### config.mk
export PLATFORM = sky130hd
export DESIGN_NAME = ascii_target_line_parser_top
export DESIGN_NICKNAME = d
export VERILOG_FILES = /design/src/rtl/atlp_pkg.sv /design/src/rtl/ascii_target_line_parser_top.sv
export SDC_FILE = /design/constraint.sdc
export NUM_CORES = 1
export LEC_CHECK = 0
export BUFFER_PORTS_ARGS = -buffer_cell sky130_fd_sc_hd__buf_2
export CORE_ASPECT_RATIO = 0.7
export CORE_MARGIN = 2
export CORE_UTILIZATION = 48
export CTS_CLUSTER_DIAMETER = 80
export CTS_CLUSTER_SIZE = 10
export DETAILED_ROUTE_END_ITERATION = 7
export GPL_TIMING_DRIVEN = 1
export PLACE_DENSITY = 0.66
export SLEW_MARGIN = 0
export SYNTH_ARGS = -nofsm -noshare
export SYNTH_HDL_FRONTEND = slang
export SYNTH_SLANG_ARGS = --single-unit
### constraint.sdc
create_clock -name clk -period 9.9 [get_ports clk]
set_clock_uncertainty 0.15 [all_clocks]
set_input_delay 0.99 -clock clk [delete_from_list [all_inputs] [get_ports clk]]
set_output_delay 0.99 -clock clk [all_outputs]
set_load 0.03 [all_outputs]
### src/rtl/atlp_pkg.sv
`default_nettype none

package atlp_pkg;

    // Line buffer limit; only LINE_MAX-1 characters of a line are counted
    localparam int LINE_MAX = 64;
    localparam int CNT_W    = $clog2(LINE_MAX);
    localparam int VAL_W    = 15;
    localparam int LEN_W    = 6;
    localparam int CFG_W    = 15;

    // Prefix lengths
    localparam int TRASH_LEN = 6;
    localparam int HB_LEN    = 2;
    localparam int ACK_LEN   = 3;

    // Characters of interest
    localparam logic [7:0] CH_LF    = 8'h0A;
    localparam logic [7:0] CH_CR    = 8'h0D;
    localparam logic [7:0] CH_MINUS = 8'h2D;
    localparam logic [7:0] CH_COMMA = 8'h2C;
    localparam logic [7:0] CH_ZERO  = 8'h30;
    localparam logic [7:0] CH_NINE  = 8'h39;

    // Reset value of both coordinate limits
    localparam logic [CFG_W-1:0] MAX_RESET = 15'd639;

    // Configuration register indexes
    typedef enum logic {
        CFG_MAX_X = 1'b0,
        CFG_MAX_Y = 1'b1
    } cfg_idx_t;

    // Result kinds
    typedef enum logic [1:0] {
        KIND_TARGET    = 2'd0,
        KIND_HEARTBEAT = 2'd1,
        KIND_ACK       = 2'd2
    } kind_t;

    // Coordinate parser phase
    typedef enum logic [2:0] {
        PH_X_START = 3'd0,
        PH_X_DIGIT = 3'd1,
        PH_Y_START = 3'd2,
        PH_Y_DIGIT = 3'd3,
        PH_DONE    = 3'd4
    } phase_t;

    // One result request
    typedef struct packed {
        kind_t             kind;
        logic [VAL_W-1:0]  x;
        logic [VAL_W-1:0]  y;
        logic [LEN_W-1:0]  len;
    } result_t;

    function automatic logic [7:0] trash_char(input logic [2:0] idx);
        logic [7:0] ch;
        unique case (idx)
            3'd0:    ch = 8'h54; // T
            3'd1:    ch = 8'h52; // R
            3'd2:    ch = 8'h41; // A
            3'd3:    ch = 8'h53; // S
            3'd4:    ch = 8'h48; // H
            3'd5:    ch = 8'h2C; // ,
            default: ch = 8'h00;
        endcase
        return ch;
    endfunction

    function automatic logic [7:0] hb_char(input logic idx);
        return idx ? 8'h42 : 8'h48; // H B
    endfunction

    function automatic logic [7:0] ack_char(input logic [1:0] idx);
        logic [7:0] ch;
        unique case (idx)
            2'd0:    ch = 8'h41; // A
            2'd1:    ch = 8'h43; // C
            2'd2:    ch = 8'h4B; // K
            default: ch = 8'h00;
        endcase
        return ch;
    endfunction

    // acc*10 + d, saturated at 32767; msb flags the saturation
    function automatic logic [VAL_W:0] add_digit(input logic [VAL_W-1:0] acc,
                                                 input logic [3:0] d);
        logic [VAL_W+3:0] v;
        logic             ovf;
        v   = {acc, 3'b000} + {3'b000, acc, 1'b0} + {{VAL_W{1'b0}}, d};
        ovf = |v[VAL_W+3:VAL_W];
        return {ovf, ovf ? {VAL_W{1'b1}} : v[VAL_W-1:0]};
    endfunction

endpackage

`default_nettype wire

### src/rtl/ascii_target_line_parser_top.sv
// ASCII target line parser.
// Input channel: one received character per request on rx_byte, qualified by
// in_valid, accepted when in_valid is high and in_stall is low. CR or LF ends
// a line; lines starting "TRASH," give a target (x, y) if both lie within
// max_x / max_y, "HB" gives a heartbeat, "ACK" an acknowledge.
// Output channel: packet_kind, target_x, target_y, line_length, qualified by
// out_valid, taken when out_stall is low. At most one result per line.
// The result of a line terminator is registered into the output buffer as
// the terminator is accepted. Throughput: one character per cycle while
// in_stall is low, set by the line state update (one multiply-by-ten add).
// Configuration: cfg_write with cfg_index / cfg_data sets max_x (index 0)
// or max_y (index 1) at the clock edge.
// Stall: results go into a two-entry output buffer; in_stall rises only when
// both entries are full, so characters keep flowing while one result waits.
// Reset clears the line state, empties the output buffer and sets both
// limits to 639.
`default_nettype none

module ascii_target_line_parser_top
(
    input  wire logic                          clk,
    input  wire logic                          rst_n,
    input  wire logic                          in_valid,
    output logic                               in_stall,
    input  wire logic [7:0]                    rx_byte,
    output logic                               out_valid,
    input  wire logic                          out_stall,
    output logic [1:0]                         packet_kind,
    output logic [atlp_pkg::VAL_W-1:0]         target_x,
    output logic [atlp_pkg::VAL_W-1:0]         target_y,
    output logic [atlp_pkg::LEN_W-1:0]         line_length,
    input  wire logic                          cfg_write,
    input  wire logic                          cfg_index,
    input  wire logic [atlp_pkg::CFG_W-1:0]    cfg_data
);
    import atlp_pkg::*;

    // Configuration
    logic [CFG_W-1:0] max_x_reg, max_y_reg;

    // Line state
    logic [CNT_W-1:0] count_reg, count_next;
    logic [2:0]       alive_reg, alive_next;
    phase_t           phase_reg, phase_next;
    logic [1:0]       sign_reg, sign_next;
    logic [VAL_W-1:0] x_reg, x_next;
    logic [VAL_W-1:0] y_reg, y_next;
    logic [1:0]       ovf_reg, ovf_next;

    // Output buffer
    logic    out_valid_reg, out_valid_next;
    result_t out_reg, out_next;
    logic    skid_valid_reg, skid_valid_next;
    result_t skid_reg, skid_next;

    logic             accept, eol, is_digit, is_minus, is_comma, counting;
    logic [3:0]       digit;
    logic [VAL_W:0]   x_add, y_add;
    logic             res_valid;
    result_t          res;
    logic             coords_ok;
    logic             pop, push;

    assign accept   = in_valid && !in_stall;
    assign eol      = (rx_byte == CH_LF) || (rx_byte == CH_CR);
    assign is_digit = (rx_byte >= CH_ZERO) && (rx_byte <= CH_NINE);
    assign is_minus = (rx_byte == CH_MINUS);
    assign is_comma = (rx_byte == CH_COMMA);
    assign digit    = 4'(rx_byte - CH_ZERO);
    assign counting = count_reg < CNT_W'(LINE_MAX - 1);
    assign x_add    = add_digit(x_reg, digit);
    assign y_add    = add_digit(y_reg, digit);

    // Configuration registers
    always_ff @(posedge clk or negedge rst_n)
    begin
        if (!rst_n)
        begin
            max_x_reg <= MAX_RESET;
            max_y_reg <= MAX_RESET;
        end
        else if (cfg_write)
        begin
            unique case (cfg_index)
                CFG_MAX_X: max_x_reg <= cfg_data;
                CFG_MAX_Y: max_y_reg <= cfg_data;
                default:   max_x_reg <= max_x_reg;
            endcase
        end
    end

    // Next line state
    always_comb
    begin
        count_next = count_reg;
        alive_next = alive_reg;
        phase_next = phase_reg;
        sign_next  = sign_reg;
        x_next     = x_reg;
        y_next     = y_reg;
        ovf_next   = ovf_reg;

        if (accept && eol)
        begin
            count_next = '0;
            alive_next = 3'b111;
            phase_next = PH_X_START;
            sign_next  = '0;
            x_next     = '0;
            y_next     = '0;
            ovf_next   = '0;
        end
        else if (accept && counting)
        begin
            count_next = count_reg + 1'b1;

            // prefix tracking
            if (count_reg < CNT_W'(TRASH_LEN))
            begin
                if (rx_byte != trash_char(count_reg[2:0]))
                    alive_next[0] = 1'b0;
            end
            if (count_reg < CNT_W'(HB_LEN) && rx_byte != hb_char(count_reg[0]))
                alive_next[1] = 1'b0;
            if (count_reg < CNT_W'(ACK_LEN) && rx_byte != ack_char(count_reg[1:0]))
                alive_next[2] = 1'b0;

            // coordinate parsing after the prefix
            if (count_reg >= CNT_W'(TRASH_LEN))
            begin
                unique case (phase_reg)
                    PH_X_START, PH_X_DIGIT:
                    begin
                        priority if (phase_reg == PH_X_START && is_minus)
                        begin
                            sign_next[0] = 1'b1;
                            phase_next   = PH_X_DIGIT;
                        end
                        else if (is_digit)
                        begin
                            x_next      = x_add[VAL_W-1:0];
                            ovf_next[0] = ovf_reg[0] | x_add[VAL_W];
                            phase_next  = PH_X_DIGIT;
                        end
                        else if (is_comma)
                            phase_next = PH_Y_START;
                        else if (is_minus)
                        begin
                            sign_next[1] = 1'b1;
                            phase_next   = PH_Y_DIGIT;
                        end
                        else
                            phase_next = PH_DONE;
                    end
                    PH_Y_START, PH_Y_DIGIT:
                    begin
                        priority if (phase_reg == PH_Y_START && is_minus)
                        begin
                            sign_next[1] = 1'b1;
                            phase_next   = PH_Y_DIGIT;
                        end
                        else if (is_digit)
                        begin
                            y_next      = y_add[VAL_W-1:0];
                            ovf_next[1] = ovf_reg[1] | y_add[VAL_W];
                            phase_next  = PH_Y_DIGIT;
                        end
                        else
                            phase_next = PH_DONE;
                    end
                    default: phase_next = PH_DONE;
                endcase
            end
        end
    end

    // Line classification at the terminator
    always_comb
    begin
        coords_ok = (ovf_reg == 2'b00)
                 && (!sign_reg[0] || x_reg == '0)
                 && (!sign_reg[1] || y_reg == '0)
                 && (x_reg <= max_x_reg) && (y_reg <= max_y_reg);
        res_valid = 1'b0;
        res.kind  = KIND_TARGET;
        res.x     = '0;
        res.y     = '0;
        res.len   = LEN_W'(count_reg);

        if (accept && eol && count_reg != '0)
        begin
            priority if (alive_reg[0] && count_reg >= CNT_W'(TRASH_LEN))
            begin
                res_valid = coords_ok;
                res.x     = x_reg;
                res.y     = y_reg;
            end
            else if (alive_reg[1] && count_reg >= CNT_W'(HB_LEN))
            begin
                res_valid = 1'b1;
                res.kind  = KIND_HEARTBEAT;
            end
            else if (alive_reg[2] && count_reg >= CNT_W'(ACK_LEN))
            begin
                res_valid = 1'b1;
                res.kind  = KIND_ACK;
            end
            else
                res_valid = 1'b0;
        end
    end

    // Two-entry output buffer
    assign pop  = out_valid_reg && !out_stall;
    assign push = res_valid;

    always_comb
    begin
        out_valid_next  = out_valid_reg;
        out_next        = out_reg;
        skid_valid_next = skid_valid_reg;
        skid_next       = skid_reg;

        if (skid_valid_reg)
        begin
            if (pop)
            begin
                out_next        = skid_reg;
                skid_valid_next = 1'b0;
            end
        end
        else if (push)
        begin
            if (!out_valid_reg || pop)
            begin
                out_next       = res;
                out_valid_next = 1'b1;
            end
            else
            begin
                skid_next       = res;
                skid_valid_next = 1'b1;
            end
        end
        else if (pop)
            out_valid_next = 1'b0;
    end

    // Control registers
    always_ff @(posedge clk or negedge rst_n)
    begin
        if (!rst_n)
        begin
            count_reg      <= '0;
            alive_reg      <= 3'b111;
            phase_reg      <= PH_X_START;
            sign_reg       <= '0;
            x_reg          <= '0;
            y_reg          <= '0;
            ovf_reg        <= '0;
            out_valid_reg  <= 1'b0;
            skid_valid_reg <= 1'b0;
        end
        else
        begin
            count_reg      <= count_next;
            alive_reg      <= alive_next;
            phase_reg      <= phase_next;
            sign_reg       <= sign_next;
            x_reg          <= x_next;
            y_reg          <= y_next;
            ovf_reg        <= ovf_next;
            out_valid_reg  <= out_valid_next;
            skid_valid_reg <= skid_valid_next;
        end
    end

    // Result payload registers
    always_ff @(posedge clk)
    begin
        out_reg  <= out_next;
        skid_reg <= skid_next;
    end

    assign in_stall    = skid_valid_reg;
    assign out_valid   = out_valid_reg;
    assign packet_kind = out_reg.kind;
    assign target_x    = out_reg.x;
    assign target_y    = out_reg.y;
    assign line_length = out_reg.len;

endmodule

`default_nettype wire

* Word level (Yosys, flattened, before mapping)
Cells that the tools add are included.
Word-level totals: register bits after elaboration 154, logic and storage cells 215
Operators by class: reductions and logical operators 64, magnitude comparators 11, $add $sub $neg 6, eq/ne operators 26, multiplexer cells 80, bitwise logic cells 5
Operators by type and width (count):
- 2-to-1 mux 15 bit | 14
- 2-to-1 mux 38 bit | 4
- one-hot mux 7 bit (6 select lines) | 1
- 2-to-1 mux 8 bit | 5
- adder 18 x 16 -> 19 bit | 2
- adder 19 x 4 -> 19 bit | 2
- 2-to-1 mux 3 bit | 11
- 2-to-1 mux 32 bit | 1
- less-or-equal comparator 15 bit | 2
- zero test 15 bit | 2
- 2-to-1 mux 30 bit | 1
- 2-to-1 mux 1 bit | 28
- nonzero test 2 bit | 13
- one-hot mux 7 bit (3 select lines) | 1
- 2-to-1 mux 2 bit | 9
- logical AND 1 bit | 17
- == test 8 x 4 -> 1 bit, second input constant | 2
- == test 8 x 6 -> 1 bit, second input constant | 2
- inequality test 8 bit | 2
- inequality test 3 bit, second input constant | 5
- == test 3 x 2 -> 1 bit, second input constant | 4
- greater-or-equal comparator 6 x 2 -> 1 bit, second input constant | 2
- < comparator 6 x 2 -> 1 bit, second input constant | 2
- 2-to-1 mux 6 bit | 2
- other kinds (31) | 58

* Depth between registers and ports, before layout
Gate-level depths: netlist of run 1.
word-level depth 10, gate-level depth with buffers 11, gate-level depth less buffers 10

* Least setup slack after synthesis of run 1
OpenSTA, ideal clock, no wires.
kind input to register, start point in rx_byte[1], end point reg out_reg, in the netlist line_length[0], enable pin, data required time 9258 ps, data arrival time 5007 ps, stages 7, path buffers 2, path slack 4251 ps, cells stage by stage clkbuf_1 -> nor3b_1 -> o21ai_1 -> a21oi_1 -> clkbuf_1 -> a22oi_1 -> a21boi_0
Between the ends: cells in the longest elaborated chain, start to end 7, elaborated cells between the ends (all ways) 8, those cells by class eq/ne: 2; mux: 1; reduce/logical: 5
RTL lines:
- start: declaration | RTL line ascii_target_line_parser_top.sv:25 | input wire logic [7:0] rx_byte,
- == test 8 x 4 -> 1 bit | RTL line ascii_target_line_parser_top.sv:65 | assign eol = (rx_byte == CH_LF) || (rx_byte == CH_CR);
- logical OR 1 bit (*) | RTL line ascii_target_line_parser_top.sv:65
- logical AND 1 bit (*) (2 in series) | RTL line ascii_target_line_parser_top.sv:190 | if (accept && eol && count_reg != '0)
- 2-to-1 mux 1 bit (*) | RTL line ascii_target_line_parser_top.sv:190
- nonzero test 2 bit (no line) (*)
- AND reduction 3 bit (no line) (*)
- end signal: assignment | RTL line ascii_target_line_parser_top.sv:281 | out_reg <= out_next;
- end: declaration | RTL line ascii_target_line_parser_top.sv:52 | result_t out_reg, out_next;
Every way passes the cells marked *; elsewhere a longest branch is shown, timed or not. A chain may end at the register's enable or synchronous reset.

* Worst setup path in the final report of run 1
start point in rx_byte[3], end point reg x_reg[2]
Between the ends: cells in the longest elaborated chain, start to end 10, elaborated cells between the ends (all ways) 25, those cells by class add/sub: 2; order compare: 2; eq/ne: 4; mux: 7; reduce/logical: 10
RTL lines:
- subtractor 4 x 1 -> 4 bit | RTL line ascii_target_line_parser_top.sv:69 | assign digit = 4'(rx_byte - CH_ZERO);
- adder 19 x 4 -> 19 bit | RTL line atlp_pkg.sv:92 | v = {acc, 3'b000} + {3'b000, acc, 1'b0} + {{VAL_W{1'b0}}, d};
- OR reduction 4 bit | RTL line atlp_pkg.sv:93 | ovf = |v[VAL_W+3:VAL_W];
- 2-to-1 mux 15 bit | RTL line atlp_pkg.sv:94 | return {ovf, ovf ? {VAL_W{1'b1}} : v[VAL_W-1:0]};
- 2-to-1 mux 15 bit | RTL line ascii_target_line_parser_top.sv:139 | else if (is_digit)
- 2-to-1 mux 15 bit | RTL line ascii_target_line_parser_top.sv:134 | priority if (phase_reg == PH_X_START && is_minus)
- 2-to-1 mux 15 bit | RTL line ascii_target_line_parser_top.sv:131 | unique case (phase_reg)
- 2-to-1 mux 15 bit | RTL line ascii_target_line_parser_top.sv:129 | if (count_reg >= CNT_W'(TRASH_LEN))
- 2-to-1 mux 15 bit | RTL line ascii_target_line_parser_top.sv:113 | else if (accept && counting)
- 2-to-1 mux 15 bit | RTL line ascii_target_line_parser_top.sv:103 | if (accept && eol)
- end signal: assignment | RTL line ascii_target_line_parser_top.sv:270 | x_reg <= x_next;
- end: declaration | RTL line ascii_target_line_parser_top.sv:46 | logic [VAL_W-1:0] x_reg, x_next;
Several ways; a longest one is shown, not always the timed one. The select of a mux whose other input is x is not followed.

==> results of run 1 <==
[kinds of logic (layout without fill, tap and decap cells)]
family,count (synthesis),count (layout),share of synthesized area
muxes,22,22,0.0264
buffers and inverters,88,157,0.0382
xor gates and xnor gates,29,29,0.0273
adders and majority gates,97,97,0.134
and+or+nand+nor,213,213,0.119
DFF,154,154,0.458
AOI/OAI and AO/OA,273,273,0.197
[cell usage in the layout, fill, tap and decap left out, types with 10 or more instances in the layout]
cell type	instances
sky130_fd_sc_hd__a21oi_2	11
sky130_fd_sc_hd__nand3_1	12
sky130_fd_sc_hd__ha_1	93
sky130_fd_sc_hd__and3_1	34
sky130_fd_sc_hd__nor3_1	15
sky130_fd_sc_hd__a21oi_1	87
sky130_fd_sc_hd__clkbuf_16	17
sky130_fd_sc_hd__xnor2_1	19
sky130_fd_sc_hd__dfrtp_1	59
sky130_fd_sc_hd__a21o_1	48
sky130_fd_sc_hd__o21ai_0	48
sky130_fd_sc_hd__buf_2	67
sky130_fd_sc_hd__edfxtp_1	76
sky130_fd_sc_hd__nand4_1	15
sky130_fd_sc_hd__inv_1	48
sky130_fd_sc_hd__a41oi_1	14
sky130_fd_sc_hd__nand2_1	54
sky130_fd_sc_hd__nor4_1	12
sky130_fd_sc_hd__mux2_2	20
sky130_fd_sc_hd__nor2_1	43
sky130_fd_sc_hd__dfstp_2	19
sky130_fd_sc_hd__buf_4	10
sky130_fd_sc_hd__xor2_1	10
[metal layers]
metal  wire (um)  up-vias
met5           0        -
met4         231        0
li1            -     3403
met3        1260       19
met2        8920      206
met1       11800     3382
[metrics by stage]
| step | power [mW] | hold WS, ns | setup slack [ns] | instances | instance area (um^2) |
|---|---|---|---|---|---|
| final | 1.67 | 0.263 | 5.38 | 1187 | 10400 |
| after global routing | 1.76 | 0.263 | 5.14 | 1187 | 10400 |
| after CTS | 1.68 | 0.258 | 5.40 | 1187 | 10400 |
| after detailed placement | 1.05 | 0.305 | 4.97 | 1155 | 9870 |
| after global placement | 1.04 | 0.306 | 5.01 | 1155 | 9870 |
| after floorplan | 0.963 | 0.293 | 4.25 | 876 | 9300 |
[report_power, final]
part           switching (mW)  total, mW  leakage [nW]  internal (mW)
registers              0.0536      0.772          1.69          0.718
logic                   0.160      0.266          3.08          0.106
clock network           0.298      0.633         0.280          0.335
total                   0.512       1.67          5.05           1.16
[final cells by class]
| cell class | count | area [um^2] | area share |
|---|---|---|---|
| repair buffers | 77 | 410 | 0.0393 |
| flip-flops and latches | 154 | 4260 | 0.408 |
| well taps | 242 | 303 | 0.0290 |
| clock buffers | 17 | 425 | 0.0407 |
| clock inverters | 15 | 150 | 0.0144 |
| multi-input cells | 634 | 4720 | 0.452 |
| inverters | 48 | 180 | 0.0173 |
[final timing paths]
path	start	end
max	rx_byte[3]	x_reg[2]$_DFFE_PN0P_
min	rst_n	max_x_reg[7]$_DFFE_PN0P_
max reg2reg	x_reg[0]$_DFFE_PN0P_	x_reg[2]$_DFFE_PN0P_
min reg2reg	alive_reg[1]$_DFFE_PN1P_	alive_reg[1]$_DFFE_PN1P_
max in group asynchronous	rst_n	in_stall$_DFF_PN0_
min in group clk	alive_reg[1]$_DFFE_PN1P_	alive_reg[1]$_DFFE_PN1P_
==> impl_results.html, run 1 <==
<table>
<tr><th>Metric</th><th>Value</th></tr>
<tr><th colspan="2">Worst setup path</th></tr>
<tr><td>Kind of end point of the critical path</td><td>flop</td></tr>
<tr><td>Biggest cell delay along the critical path</td><td>1.03 ns</td></tr>
<tr><td>Cell class contributing the biggest share of worst-path delay</td><td>compound AO/OA/AOI/OAI gates</td></tr>
<tr><td>Critical Path Most Common Cell</td><td>sky130_fd_sc_hd__a21oi_1</td></tr>
<tr><td>Critical Path AT</td><td>4.63 ns</td></tr>
<tr><td>Register-to-register path setup slack</td><td>5.64 ns</td></tr>
<tr><td>List of cells traversed by the critical path</td><td>buf_2, fa_1, fa_1, a211oi_2, o21ai_1, a21oi_1, a21oi_1, a211o_1, a2111oi_4, a21oi_1</td></tr>
<tr><td>Levels on crit path</td><td>10</td></tr>
<tr><td>Slowest cell on the critical path</td><td>sky130_fd_sc_hd__a2111oi_4</td></tr>
<tr><td>WP data required</td><td>10.01 ns</td></tr>
<tr><td>Maximum fanout count along the critical path</td><td>15</td></tr>
<tr><td>Worst Path Class, Setup</td><td>primary input to flop</td></tr>
<tr><td>Worst Reg-to-Reg Cells</td><td>9</td></tr>
<tr><td>Type of element launching the critical path</td><td>primary input</td></tr>
<tr><td>Bufs and invs on worst path</td><td>1</td></tr>
<tr><th colspan="2">Power and ir drop</th></tr>
<tr><td>Total leakage power</td><td>5.05 nW</td></tr>
<tr><td>Worst IR Drop VDD</td><td>99.2 uV</td></tr>
<tr><td>Power density cells</td><td>160 nW/um^2</td></tr>
<tr><th colspan="2">Cells and area</th></tr>
<tr><td># nets final</td><td>1058</td></tr>
<tr><td>Final Util</td><td>0.552</td></tr>
<tr><td>Layout cell share with drive strength beyond 1</td><td>0.188</td></tr>
<tr><td>Antenna cell count</td><td>0</td></tr>
<tr><td>Area growth from synthesis to layout</td><td>12.3%</td></tr>
<tr><td>Filler Cells Inserted</td><td>1641</td></tr>
<tr><td>Max reg flops</td><td>38</td></tr>
<tr><th colspan="2">Route</th></tr>
<tr><td>Drt first pass iters</td><td>5</td></tr>
<tr><td>Antenna viol nets, final</td><td>0</td></tr>
<tr><td>Vias post-DR</td><td>7010</td></tr>
<tr><td>Drc violations</td><td>0</td></tr>
<tr><td>Avg Vias per Cell</td><td>5.91</td></tr>
<tr><td>Total Wirelength</td><td>22.3 mm</td></tr>
<tr><td>Initial DRC Count</td><td>677</td></tr>
<tr><td>WL/cell</td><td>18.8 um</td></tr>
<tr><th colspan="2">Synthesis</th></tr>
<tr><td>Most repeated cell in the gate-level netlist after synthesis</td><td>sky130_fd_sc_hd__ha_1</td></tr>
<tr><td>Post-Synthesis Cells</td><td>876</td></tr>
<tr><td>Synthesized area divided by synthesized cell count</td><td>10.6 um^2</td></tr>
<tr><td>Post-synth EDFFs</td><td>76</td></tr>
<tr><td>Library cells used by synthesis</td><td>72</td></tr>
<tr><td>Fraction of registers with async set/reset</td><td>0.506</td></tr>
<tr><td>Syn Std Cell Area</td><td>9300 um^2</td></tr>
<tr><td>Leading cell types by count after synthesis</td><td>93 x sky130_fd_sc_hd__ha_1, 88 x sky130_fd_sc_hd__a21oi_1, 76 x sky130_fd_sc_hd__edfxtp_1, 59 x sky130_fd_sc_hd__dfrtp_1, 54 x sky130_fd_sc_hd__nand2_1</td></tr>
<tr><td>Most area-consuming cells after synthesis</td><td>sky130_fd_sc_hd__edfxtp_1 25%, sky130_fd_sc_hd__dfrtp_1 16%, sky130_fd_sc_hd__ha_1 13%, sky130_fd_sc_hd__dfstp_2 5.4%, sky130_fd_sc_hd__a21oi_1 4.7%</td></tr>
<tr><td>Number of nets in the synthesized netlist</td><td>1002</td></tr>
<tr><td>Share of the yosys chip area belonging to registers</td><td>0.458</td></tr>
<tr><td>Number of register bits inferred by synthesis</td><td>154</td></tr>
<tr><td>Cell accounting for the most synthesized area</td><td>sky130_fd_sc_hd__edfxtp_1</td></tr>
<tr><td>Total of warnings raised by yosys</td><td>0</td></tr>
<tr><td>Proportion of netlist area held by the largest area contributor</td><td>0.245</td></tr>
<tr><td>Synth Flop Type</td><td>sky130_fd_sc_hd__edfxtp_1</td></tr>
<tr><th colspan="2">GRT</th></tr>
<tr><td>Met2 demand-to-capacity share in global routing</td><td>0.308</td></tr>
<tr><td>Largest net degree at the start of global routing</td><td>64</td></tr>
<tr><td>Congestion Overflow GR</td><td>0</td></tr>
<tr><td>Antenna violations before repair</td><td>0</td></tr>
<tr><td>Global-route track usage on met3</td><td>0.0478</td></tr>
<tr><td>Gr busiest metal</td><td>met1</td></tr>
<tr><td>Vias in the first global route</td><td>6582</td></tr>
<tr><td>GR Layer Usage met1</td><td>0.368</td></tr>
<tr><td>Aggregate global-route resource usage</td><td>0.228</td></tr>
<tr><td>Global-route wire length before repair</td><td>36.3 mm</td></tr>
<tr><th colspan="2">Placed design</th></tr>
<tr><td>Placer's final routability congestion estimate</td><td>0.896</td></tr>
<tr><td>Dpl hpwl</td><td>16.1 mm</td></tr>
<tr><td>Number of buffers added on ports</td><td>68</td></tr>
<tr><th colspan="2">Clock network</th></tr>
<tr><td>CTS tree</td><td>yes</td></tr>
<tr><td>H-tree levels</td><td>4</td></tr>
<tr><td>Clock Sinks</td><td>154</td></tr>
<tr><td>Hold_buf cts</td><td>0</td></tr>
<tr><td>Clock latency on the worst-skew pair</td><td>0.43 ns</td></tr>
<tr><td>CTS Buffer Depth</td><td>2</td></tr>
<tr><td>Setup bufs post-CTS</td><td>0</td></tr>
<tr><td>Number of resized instances in the post-cts repair step</td><td>0</td></tr>
<tr><td>Inserted Clock Buffers</td><td>17</td></tr>
<tr><td>Clock Pin Slew Worst Setup and Hold Paths</td><td>0.07 ns</td></tr>
<tr><td>Root Buffer Master</td><td>sky130_fd_sc_hd__clkbuf_16</td></tr>
<tr><th colspan="2">STA</th></tr>
<tr><td>Slew at the pin closest to its max-slew limit</td><td>1.27 ns</td></tr>
<tr><td>F_max</td><td>221 MHz</td></tr>
<tr><td>Relative max-transition margin</td><td>0.149</td></tr>
<tr><td>Setup repair after global routing missed its margin</td><td>no</td></tr>
<tr><td>Final period utilization</td><td>0.457</td></tr>
<tr><td>Shortest clock period the worst path allows after layout</td><td>4.52 ns</td></tr>
<tr><td>Sum of negative setup slack</td><td>0 ns</td></tr>
<tr><td>Hold violation total from the final report</td><td>0</td></tr>
<tr><td>Final Slew Violations</td><td>0</td></tr>
<tr><td>Final setup fails</td><td>0</td></tr>
<tr><th colspan="2">Die</th></tr>
<tr><td>Die span in y</td><td>120 um</td></tr>
<tr><td>Initial standard-cell utilization of the core</td><td>0.491</td></tr>
<tr><td>Die outline area</td><td>20500 um^2</td></tr>
<tr><td>Number of I/O pins</td><td>69</td></tr>
<tr><td>Horizontal die dimension</td><td>170 um</td></tr>
<tr><td>Core area</td><td>18900 um^2</td></tr>
<tr><td>Number of core rows</td><td>42</td></tr>
<tr><th colspan="2">Status</th></tr>
<tr><td>Outcome</td><td>completed</td></tr>
<tr><th colspan="2">Job</th></tr>
<tr><td>Number of max-cap violations</td><td>0</td></tr>
<tr><th colspan="2">Worst hold path</th></tr>
<tr><td>Path category of the worst min-delay check</td><td>primary input to async pin</td></tr>
</table>
(Power assumes the default switching activity.)
==> run 2: changes to the inputs <==
--- a/config.mk
+++ b/config.mk
@@ -13,7 +13,7 @@
 export CTS_CLUSTER_SIZE = 10
 export DETAILED_ROUTE_END_ITERATION = 7
 export GPL_TIMING_DRIVEN = 1
-export PLACE_DENSITY = 0.66
+export PLACE_DENSITY = 0.68
 export SLEW_MARGIN = 0
 export SYNTH_ARGS = -nofsm -noshare
 export SYNTH_HDL_FRONTEND = slang
==> constraint.sdc (replaced) <==
create_clock -name clk -period 3.7 [get_ports clk]
set_clock_uncertainty 0.15 [all_clocks]
set_input_delay 0.37 -clock clk [delete_from_list [all_inputs] [get_ports clk]]
set_output_delay 0.37 -clock clk [all_outputs]
set_load 0.03 [all_outputs]
==> impl_results.html, run 2 (synthesis results as in run 1) <==
<table>
<tr><th>Metric</th><th>Value</th></tr>
<tr><th colspan="2">Cells and area</th></tr>
<tr><td>Post-route insts no fill</td><td>1207</td></tr>
<tr><td>Layout cell share with drive strength beyond 1</td><td>0.205</td></tr>
<tr><td>Post-route cell area</td><td>10600 um^2</td></tr>
<tr><td>Most used cells in the layout excluding fill and tap cells</td><td>93 x sky130_fd_sc_hd__ha_1, 87 x sky130_fd_sc_hd__a21oi_1, 76 x sky130_fd_sc_hd__edfxtp_1</td></tr>
<tr><td>Area taken by flip-flops and latches</td><td>4260 um^2</td></tr>
<tr><td># nets final</td><td>1078</td></tr>
<tr><td>Commonest non-fill, non-tap cell in the layout</td><td>sky130_fd_sc_hd__ha_1</td></tr>
<tr><td>Filler Cells Inserted</td><td>1631</td></tr>
<tr><td>Area growth from synthesis to layout</td><td>14.3%</td></tr>
<tr><td>Antenna cell count</td><td>0</td></tr>
<tr><td>Multi-input gate area</td><td>4720 um^2</td></tr>
<tr><td>Max reg flops</td><td>38</td></tr>
<tr><th colspan="2">Placed design</th></tr>
<tr><td>Setup slack at placement</td><td>0.0621 ns</td></tr>
<tr><td>Dpl hpwl</td><td>16.0 mm</td></tr>
<tr><td>Placer's final routability congestion estimate</td><td>0.912</td></tr>
<tr><td>Placed cell count</td><td>1172</td></tr>
<tr><td>Number of buffers added on ports</td><td>68</td></tr>
<tr><td>DP Area</td><td>10000 um^2</td></tr>
<tr><th colspan="2">Worst setup path</th></tr>
<tr><td>Slowest cell on the critical path</td><td>sky130_fd_sc_hd__fa_1</td></tr>
<tr><td>Worst Reg-to-Reg Cells</td><td>10</td></tr>
<tr><td>Biggest cell delay along the critical path</td><td>0.54 ns</td></tr>
<tr><td>Worst Path Class, Setup</td><td>flop to flop</td></tr>
<tr><td>WP data required</td><td>3.85 ns</td></tr>
<tr><td>Cell class contributing the biggest share of worst-path delay</td><td>compound AO/OA/AOI/OAI gates</td></tr>
<tr><td>Register-to-register path setup slack</td><td>0.17 ns</td></tr>
<tr><td>List of cells traversed by the critical path</td><td>fa_1, fa_1, a211oi_2, o21ai_1, a21oi_1, a21oi_1, a211o_1, a2111oi_4, buf_6, a21oi_1</td></tr>
<tr><td>Critical Path AT</td><td>3.68 ns</td></tr>
<tr><td>Kind of end point of the critical path</td><td>flop</td></tr>
<tr><td>Bufs and invs on worst path</td><td>1</td></tr>
<tr><td>Critical path endpoint</td><td>x_reg[2]$_DFFE_PN0P_</td></tr>
<tr><td>Maximum fanout count along the critical path</td><td>15</td></tr>
<tr><td>Reg-to-reg critical path endpoint</td><td>x_reg[2]$_DFFE_PN0P_</td></tr>
<tr><td>First element of the critical path</td><td>x_reg[0]$_DFFE_PN0P_</td></tr>
<tr><td>Levels on crit path</td><td>10</td></tr>
<tr><td>Type of element launching the critical path</td><td>flop</td></tr>
<tr><td>Critical Path Most Common Cell</td><td>sky130_fd_sc_hd__a21oi_1</td></tr>
<tr><td>Worst reg2reg path startpoint</td><td>x_reg[0]$_DFFE_PN0P_</td></tr>
<tr><th colspan="2">Route</th></tr>
<tr><td>Drc violations</td><td>0</td></tr>
<tr><td>WL/cell</td><td>18.2 um</td></tr>
<tr><td>Drt first pass iters</td><td>5</td></tr>
<tr><td>Avg Vias per Cell</td><td>5.84</td></tr>
<tr><td>Vias post-DR</td><td>7047</td></tr>
<tr><td>Total Wirelength</td><td>21.9 mm</td></tr>
<tr><td>Antenna viol nets, final</td><td>0</td></tr>
<tr><td>Initial DRC Count</td><td>607</td></tr>
<tr><th colspan="2">STA</th></tr>
<tr><td>Worst Setup Slack, final</td><td>0.173 ns</td></tr>
<tr><td>Hold violation total from the final report</td><td>0</td></tr>
<tr><td>Setup repair after global routing missed its margin</td><td>no</td></tr>
<tr><td>Relative max-transition margin</td><td>0.132</td></tr>
<tr><td>Final period utilization</td><td>0.953</td></tr>
<tr><td>Final setup fails</td><td>0</td></tr>
<tr><td>Sum of negative setup slack</td><td>0 ns</td></tr>
<tr><td>Final Slew Violations</td><td>0</td></tr>
<tr><td>F_max</td><td>284 MHz</td></tr>
<tr><td>Shortest clock period the worst path allows after layout</td><td>3.53 ns</td></tr>
<tr><td>Slew at the pin closest to its max-slew limit</td><td>1.29 ns</td></tr>
<tr><th colspan="2">Clock network</th></tr>
<tr><td>Clock latency on the worst-skew pair</td><td>0.43 ns</td></tr>
<tr><td>Inserted Clock Buffers</td><td>17</td></tr>
<tr><td>H-tree levels</td><td>4</td></tr>
<tr><td>Root Buffer Master</td><td>sky130_fd_sc_hd__clkbuf_16</td></tr>
<tr><td>CTS tree</td><td>yes</td></tr>
<tr><td>Clock Sinks</td><td>154</td></tr>
<tr><td>Clock Pin Slew Worst Setup and Hold Paths</td><td>0.07 ns</td></tr>
<tr><td>CTS Buffer Depth</td><td>2</td></tr>
<tr><th colspan="2">Die</th></tr>
<tr><td>Number of core rows</td><td>42</td></tr>
<tr><td>Initial standard-cell utilization of the core</td><td>0.491</td></tr>
<tr><td>Horizontal die dimension</td><td>170 um</td></tr>
<tr><td>Number of I/O pins</td><td>69</td></tr>
<tr><td>Die outline area</td><td>20500 um^2</td></tr>
<tr><td>Die span in y</td><td>120 um</td></tr>
<tr><td>Core area</td><td>18900 um^2</td></tr>
<tr><th colspan="2">GRT</th></tr>
<tr><td>Antenna violations before repair</td><td>1</td></tr>
<tr><td>Largest net degree at the start of global routing</td><td>79</td></tr>
<tr><td>Aggregate global-route resource usage</td><td>0.222</td></tr>
<tr><td>Vias in the first global route</td><td>6436</td></tr>
<tr><td>Congestion Overflow GR</td><td>0</td></tr>
<tr><td>Global-route wire length before repair</td><td>35.0 mm</td></tr>
<tr><th colspan="2">Worst hold path</th></tr>
<tr><td>Path category of the worst min-delay check</td><td>primary input to flop</td></tr>
<tr><th colspan="2">Power and ir drop</th></tr>
<tr><td>Worst IR Drop VDD</td><td>300 uV</td></tr>
<tr><td>Total leakage power</td><td>5.18 nW</td></tr>
<tr><td>Power density cells</td><td>424 nW/um^2</td></tr>
<tr><th colspan="2">Status</th></tr>
<tr><td>Outcome</td><td>completed</td></tr>
<tr><th colspan="2">Job</th></tr>
<tr><td>Number of max-cap violations</td><td>0</td></tr>
</table>
run 2: area by class of cell:
class / count / area share
Sequential cell: 154 / 0.401
Clock buffer: 18 / 0.0404
Timing Repair Buffer: 97 / 0.0545
Inverter: 48 / 0.0170
Clock inverter: 14 / 0.0144
Tap cell: 242 / 0.0285
Multi-Input combinational cell: 634 / 0.444
run 2: worst min-delay path by stage:
stage,start,endpoint,slack (ns),cells past startpoint
final,cfg_data[8],max_x_reg[8]$_DFFE_PN0P_,0.02,3
after global routing,cfg_data[8],max_x_reg[8]$_DFFE_PN0P_,0.02,3
after CTS,cfg_data[8],max_x_reg[8]$_DFFE_PN0P_,0.0008,3
after detailed placement,alive_reg[1]$_DFFE_PN1P_,alive_reg[1]$_DFFE_PN1P_,0.30,2
after global placement,alive_reg[1]$_DFFE_PN1P_,alive_reg[1]$_DFFE_PN1P_,0.31,2
after floorplan,rst_n,count_reg[0]$_DFFE_PN0P_,-0.08,0
run 2: power breakdown:
part | internal, mW | switching [mW]
Sequential | 1.92 | 0.132
Combinational | 0.288 | 0.429
Clock | 0.957 | 0.777
Total | 3.17 | 1.34
run 2: worst reg2reg max path: stages (launching register included):
cell and delay (ns):
sky130_fd_sc_hd__dfrtp_1 0.45, sky130_fd_sc_hd__fa_1 0.54, sky130_fd_sc_hd__fa_1 0.51, sky130_fd_sc_hd__a211oi_2 0.26, sky130_fd_sc_hd__o21ai_1 0.11, sky130_fd_sc_hd__a21oi_1 0.18, sky130_fd_sc_hd__a21oi_1 0.13, sky130_fd_sc_hd__a211o_1 0.36
sky130_fd_sc_hd__a2111oi_4 0.37, sky130_fd_sc_hd__buf_6 0.26, sky130_fd_sc_hd__a21oi_1 0.10
run 2: layer usage:
| layer | vias to the layer above | global-route usage | wire, um |
|---|---|---|---|
| li1 | 3448 | - | - |
| met1 | 3355 | 0.354 | 11400 |
| met2 | 218 | 0.292 | 8770 |
| met3 | 22 | 0.0566 | 1450 |
| met4 | 4 | 0.0534 | 223 |
| met5 | - | 0.0230 | 73 |
run 2: metrics by stage:
stage	util	total power [mW]	hold slack, ns
3_3_place_gp	0.529	2.77	0.307
6_report	0.562	4.50	0.0167
5_1_grt	0.562	4.73	0.0224
2_1_floorplan	-	2.58	-0.0756
3_5_place_dp	0.529	2.79	0.305
4_1_cts	0.561	4.54	0.000849
run 2: what timing repair did:
item                       4_1_cts  5_1_grt
gates resized for setup          0        2
buffers inserted                 0        2
setup endpoints to repair        0       18
hold endpoints to repair         1        0
hold buffers                     1        0
==> run 3: changes to the inputs <==
--- a/config.mk
+++ b/config.mk
@@ -13,7 +13,7 @@
 export CTS_CLUSTER_SIZE = 10
 export DETAILED_ROUTE_END_ITERATION = 7
 export GPL_TIMING_DRIVEN = 1
-export PLACE_DENSITY = 0.68
+export PLACE_DENSITY = 0.66
 export SLEW_MARGIN = 0
 export SYNTH_ARGS = -nofsm -noshare
 export SYNTH_HDL_FRONTEND = slang
==> constraint.sdc (replaced) <==
create_clock -name clk -period 4.47 [get_ports clk]
set_clock_uncertainty 0.15 [all_clocks]
set_input_delay 0.447 -clock clk [delete_from_list [all_inputs] [get_ports clk]]
set_output_delay 0.447 -clock clk [all_outputs]
set_load 0.03 [all_outputs]
==> impl_results.html, run 3 (synthesis results as in run 1) <==
<table>
<tr><th>Metric</th><th>Value</th></tr>
<tr><th colspan="2">Status</th></tr>
<tr><td>Outcome</td><td>completed</td></tr>
<tr><th colspan="2">Clock network</th></tr>
<tr><td>Clock Sinks</td><td>154</td></tr>
<tr><td>CTS tree</td><td>yes</td></tr>
<tr><td>Number of resized instances in the post-cts repair step</td><td>0</td></tr>
<tr><td>CTS Buffer Depth</td><td>2</td></tr>
<tr><td>Clock latency on the worst-skew pair</td><td>0.43 ns</td></tr>
<tr><td>Hold_buf cts</td><td>0</td></tr>
<tr><td>Clock Pin Slew Worst Setup and Hold Paths</td><td>0.07 ns</td></tr>
<tr><td>H-tree levels</td><td>4</td></tr>
<tr><td>Setup bufs post-CTS</td><td>0</td></tr>
<tr><td>Inserted Clock Buffers</td><td>17</td></tr>
<tr><td>Root Buffer Master</td><td>sky130_fd_sc_hd__clkbuf_16</td></tr>
<tr><th colspan="2">Die</th></tr>
<tr><td>Initial standard-cell utilization of the core</td><td>0.491</td></tr>
<tr><td>Horizontal die dimension</td><td>170 um</td></tr>
<tr><td>Core area</td><td>18900 um^2</td></tr>
<tr><td>Die outline area</td><td>20500 um^2</td></tr>
<tr><td>Number of I/O pins</td><td>69</td></tr>
<tr><td>Die span in y</td><td>120 um</td></tr>
<tr><td>Number of core rows</td><td>42</td></tr>
<tr><th colspan="2">GRT</th></tr>
<tr><td>Aggregate global-route resource usage</td><td>0.223</td></tr>
<tr><td>Antenna violations before repair</td><td>1</td></tr>
<tr><td>Vias in the first global route</td><td>6564</td></tr>
<tr><td>Global-route wire length before repair</td><td>35.5 mm</td></tr>
<tr><td>Largest net degree at the start of global routing</td><td>79</td></tr>
<tr><td>Congestion Overflow GR</td><td>0</td></tr>
<tr><th colspan="2">Placed design</th></tr>
<tr><td>Placer's final routability congestion estimate</td><td>0.953</td></tr>
<tr><td>Number of buffers added on ports</td><td>68</td></tr>
<tr><td>Placed cell count</td><td>1157</td></tr>
<tr><td>Dpl hpwl</td><td>15.7 mm</td></tr>
<tr><th colspan="2">Worst setup path</th></tr>
<tr><td>Worst reg2reg path startpoint</td><td>y_reg[0]$_DFFE_PN0P_</td></tr>
<tr><td>Maximum fanout count along the critical path</td><td>16</td></tr>
<tr><td>Critical Path AT</td><td>3.81 ns</td></tr>
<tr><td>Type of element launching the critical path</td><td>flop</td></tr>
<tr><td>WP data required</td><td>4.55 ns</td></tr>
<tr><td>First element of the critical path</td><td>y_reg[0]$_DFFE_PN0P_</td></tr>
<tr><td>List of cells traversed by the critical path</td><td>fa_1, fa_1, a21oi_1, o211ai_1, o22a_1, o41ai_1, mux2i_1, a22oi_4, a41oi_1</td></tr>
<tr><td>Biggest cell delay along the critical path</td><td>0.54 ns</td></tr>
<tr><td>Slowest cell on the critical path</td><td>sky130_fd_sc_hd__fa_1</td></tr>
<tr><td>Critical Path Most Common Cell</td><td>sky130_fd_sc_hd__fa_1</td></tr>
<tr><td>Worst Path Class, Setup</td><td>flop to flop</td></tr>
<tr><td>Worst Reg-to-Reg Cells</td><td>9</td></tr>
<tr><td>Kind of end point of the critical path</td><td>flop</td></tr>
<tr><th colspan="2">Cells and area</th></tr>
<tr><td>Post-route insts no fill</td><td>1189</td></tr>
<tr><td># nets final</td><td>1060</td></tr>
<tr><td>Antenna cell count</td><td>0</td></tr>
<tr><td>Commonest non-fill, non-tap cell in the layout</td><td>sky130_fd_sc_hd__ha_1</td></tr>
<tr><td>Filler Cells Inserted</td><td>1633</td></tr>
<tr><td>Layout cell share with drive strength beyond 1</td><td>0.190</td></tr>
<tr><td>Most used cells in the layout excluding fill and tap cells</td><td>93 x sky130_fd_sc_hd__ha_1, 87 x sky130_fd_sc_hd__a21oi_1, 76 x sky130_fd_sc_hd__edfxtp_1</td></tr>
<tr><td>Max reg flops</td><td>38</td></tr>
<tr><td>Area growth from synthesis to layout</td><td>13.2%</td></tr>
<tr><th colspan="2">Power and ir drop</th></tr>
<tr><td>Power density cells</td><td>361 nW/um^2</td></tr>
<tr><td>Worst IR Drop VDD</td><td>232 uV</td></tr>
<tr><td>Total leakage power</td><td>5.10 nW</td></tr>
<tr><td>Overall power of the completed layout</td><td>3.80 mW</td></tr>
<tr><th colspan="2">Route</th></tr>
<tr><td>Wire length on met2</td><td>8.36 mm</td></tr>
<tr><td>Initial DRC Count</td><td>663</td></tr>
<tr><td>Avg Vias per Cell</td><td>5.89</td></tr>
<tr><td>Drt first pass iters</td><td>7</td></tr>
<tr><td>Total Wirelength</td><td>21.6 mm</td></tr>
<tr><td>Detailed route wirelength on metal3</td><td>1.46 mm</td></tr>
<tr><td>Antenna viol nets, final</td><td>0</td></tr>
<tr><td>M1 WL</td><td>11.5 mm</td></tr>
<tr><td>WL/cell</td><td>18.1 um</td></tr>
<tr><td>Top metal layer carrying routed signals</td><td>met5</td></tr>
<tr><td>Vias post-DR</td><td>7002</td></tr>
<tr><td>Drc violations</td><td>0</td></tr>
<tr><th colspan="2">STA</th></tr>
<tr><td>Hold violation total from the final report</td><td>0</td></tr>
<tr><td>Final Slew Violations</td><td>0</td></tr>
<tr><td>Shortest clock period the worst path allows after layout</td><td>3.73 ns</td></tr>
<tr><td>Relative max-transition margin</td><td>0.148</td></tr>
<tr><td>Final setup fails</td><td>0</td></tr>
<tr><td>Setup repair after global routing missed its margin</td><td>no</td></tr>
<tr><td>Sum of negative setup slack</td><td>0 ns</td></tr>
<tr><td>F_max</td><td>268 MHz</td></tr>
<tr><td>Slew at the pin closest to its max-slew limit</td><td>1.27 ns</td></tr>
<tr><td>Final period utilization</td><td>0.835</td></tr>
<tr><th colspan="2">Job</th></tr>
<tr><td>Number of max-cap violations</td><td>0</td></tr>
<tr><th colspan="2">Worst hold path</th></tr>
<tr><td>Path category of the worst min-delay check</td><td>primary input to async pin</td></tr>
</table>
-- run 3: worst paths after layout --
path / endpoint / slack, ns
max: y_reg[13]$_DFFE_PN0P_ / 0.74
min: x_reg[8]$_DFFE_PN0P_ / 0.03
max reg2reg: y_reg[13]$_DFFE_PN0P_ / 0.74
min reg2reg: alive_reg[1]$_DFFE_PN1P_ / 0.32
max in group asynchronous: y_reg[7]$_DFFE_PN0P_ / 3.47
min in group clk: max_x_reg[7]$_DFFE_PN0P_ / 0.09
-- run 3: layer usage --
metal	vias up	track usage
met5	-	0
met4	2	0.0486
met3	18	0.0553
met2	231	0.295
met1	3350	0.362
li1	3401	-
-- run 3: critical path, delay by kind of cell (launching register included) --
kind,cells,cell delay [ns]
adders and majority gates,2,1.01
DFF,1,0.47
muxes,1,0.20
AOI/OAI and AO/OA,6,1.69
-- run 3: cell type report --
type                    instances  area (um^2)  area share
repair buffers                 79          438      0.0416
well taps                     242          303      0.0288
flip-flops and latches        154         4260       0.404
inverters                      48          180      0.0171
clock buffers                  17          425      0.0404
clock inverters                15          200      0.0190
multi-input cells             634         4720       0.449
-- run 3: power by group --
group	internal [mW]	switching (mW)	total (mW)
registers	1.59	0.112	1.70
clock network	0.856	0.657	1.51
logic	0.234	0.354	0.588
-- run 3: metrics by stage --
step | util | hold slack [ns] | setup WS [ns] | cell area (um^2)
2_1_floorplan | - | 0.00141 | 0.365 | 9300
3_5_place_dp | 0.523 | 0.303 | 0.598 | 9900
6_report | 0.556 | 0.0338 | 0.736 | 10500
4_1_cts | 0.556 | 0.0795 | 0.771 | 10500
3_3_place_gp | 0.523 | 0.301 | 0.669 | 9900
5_1_grt | 0.556 | 0.0968 | 0.411 | 10500
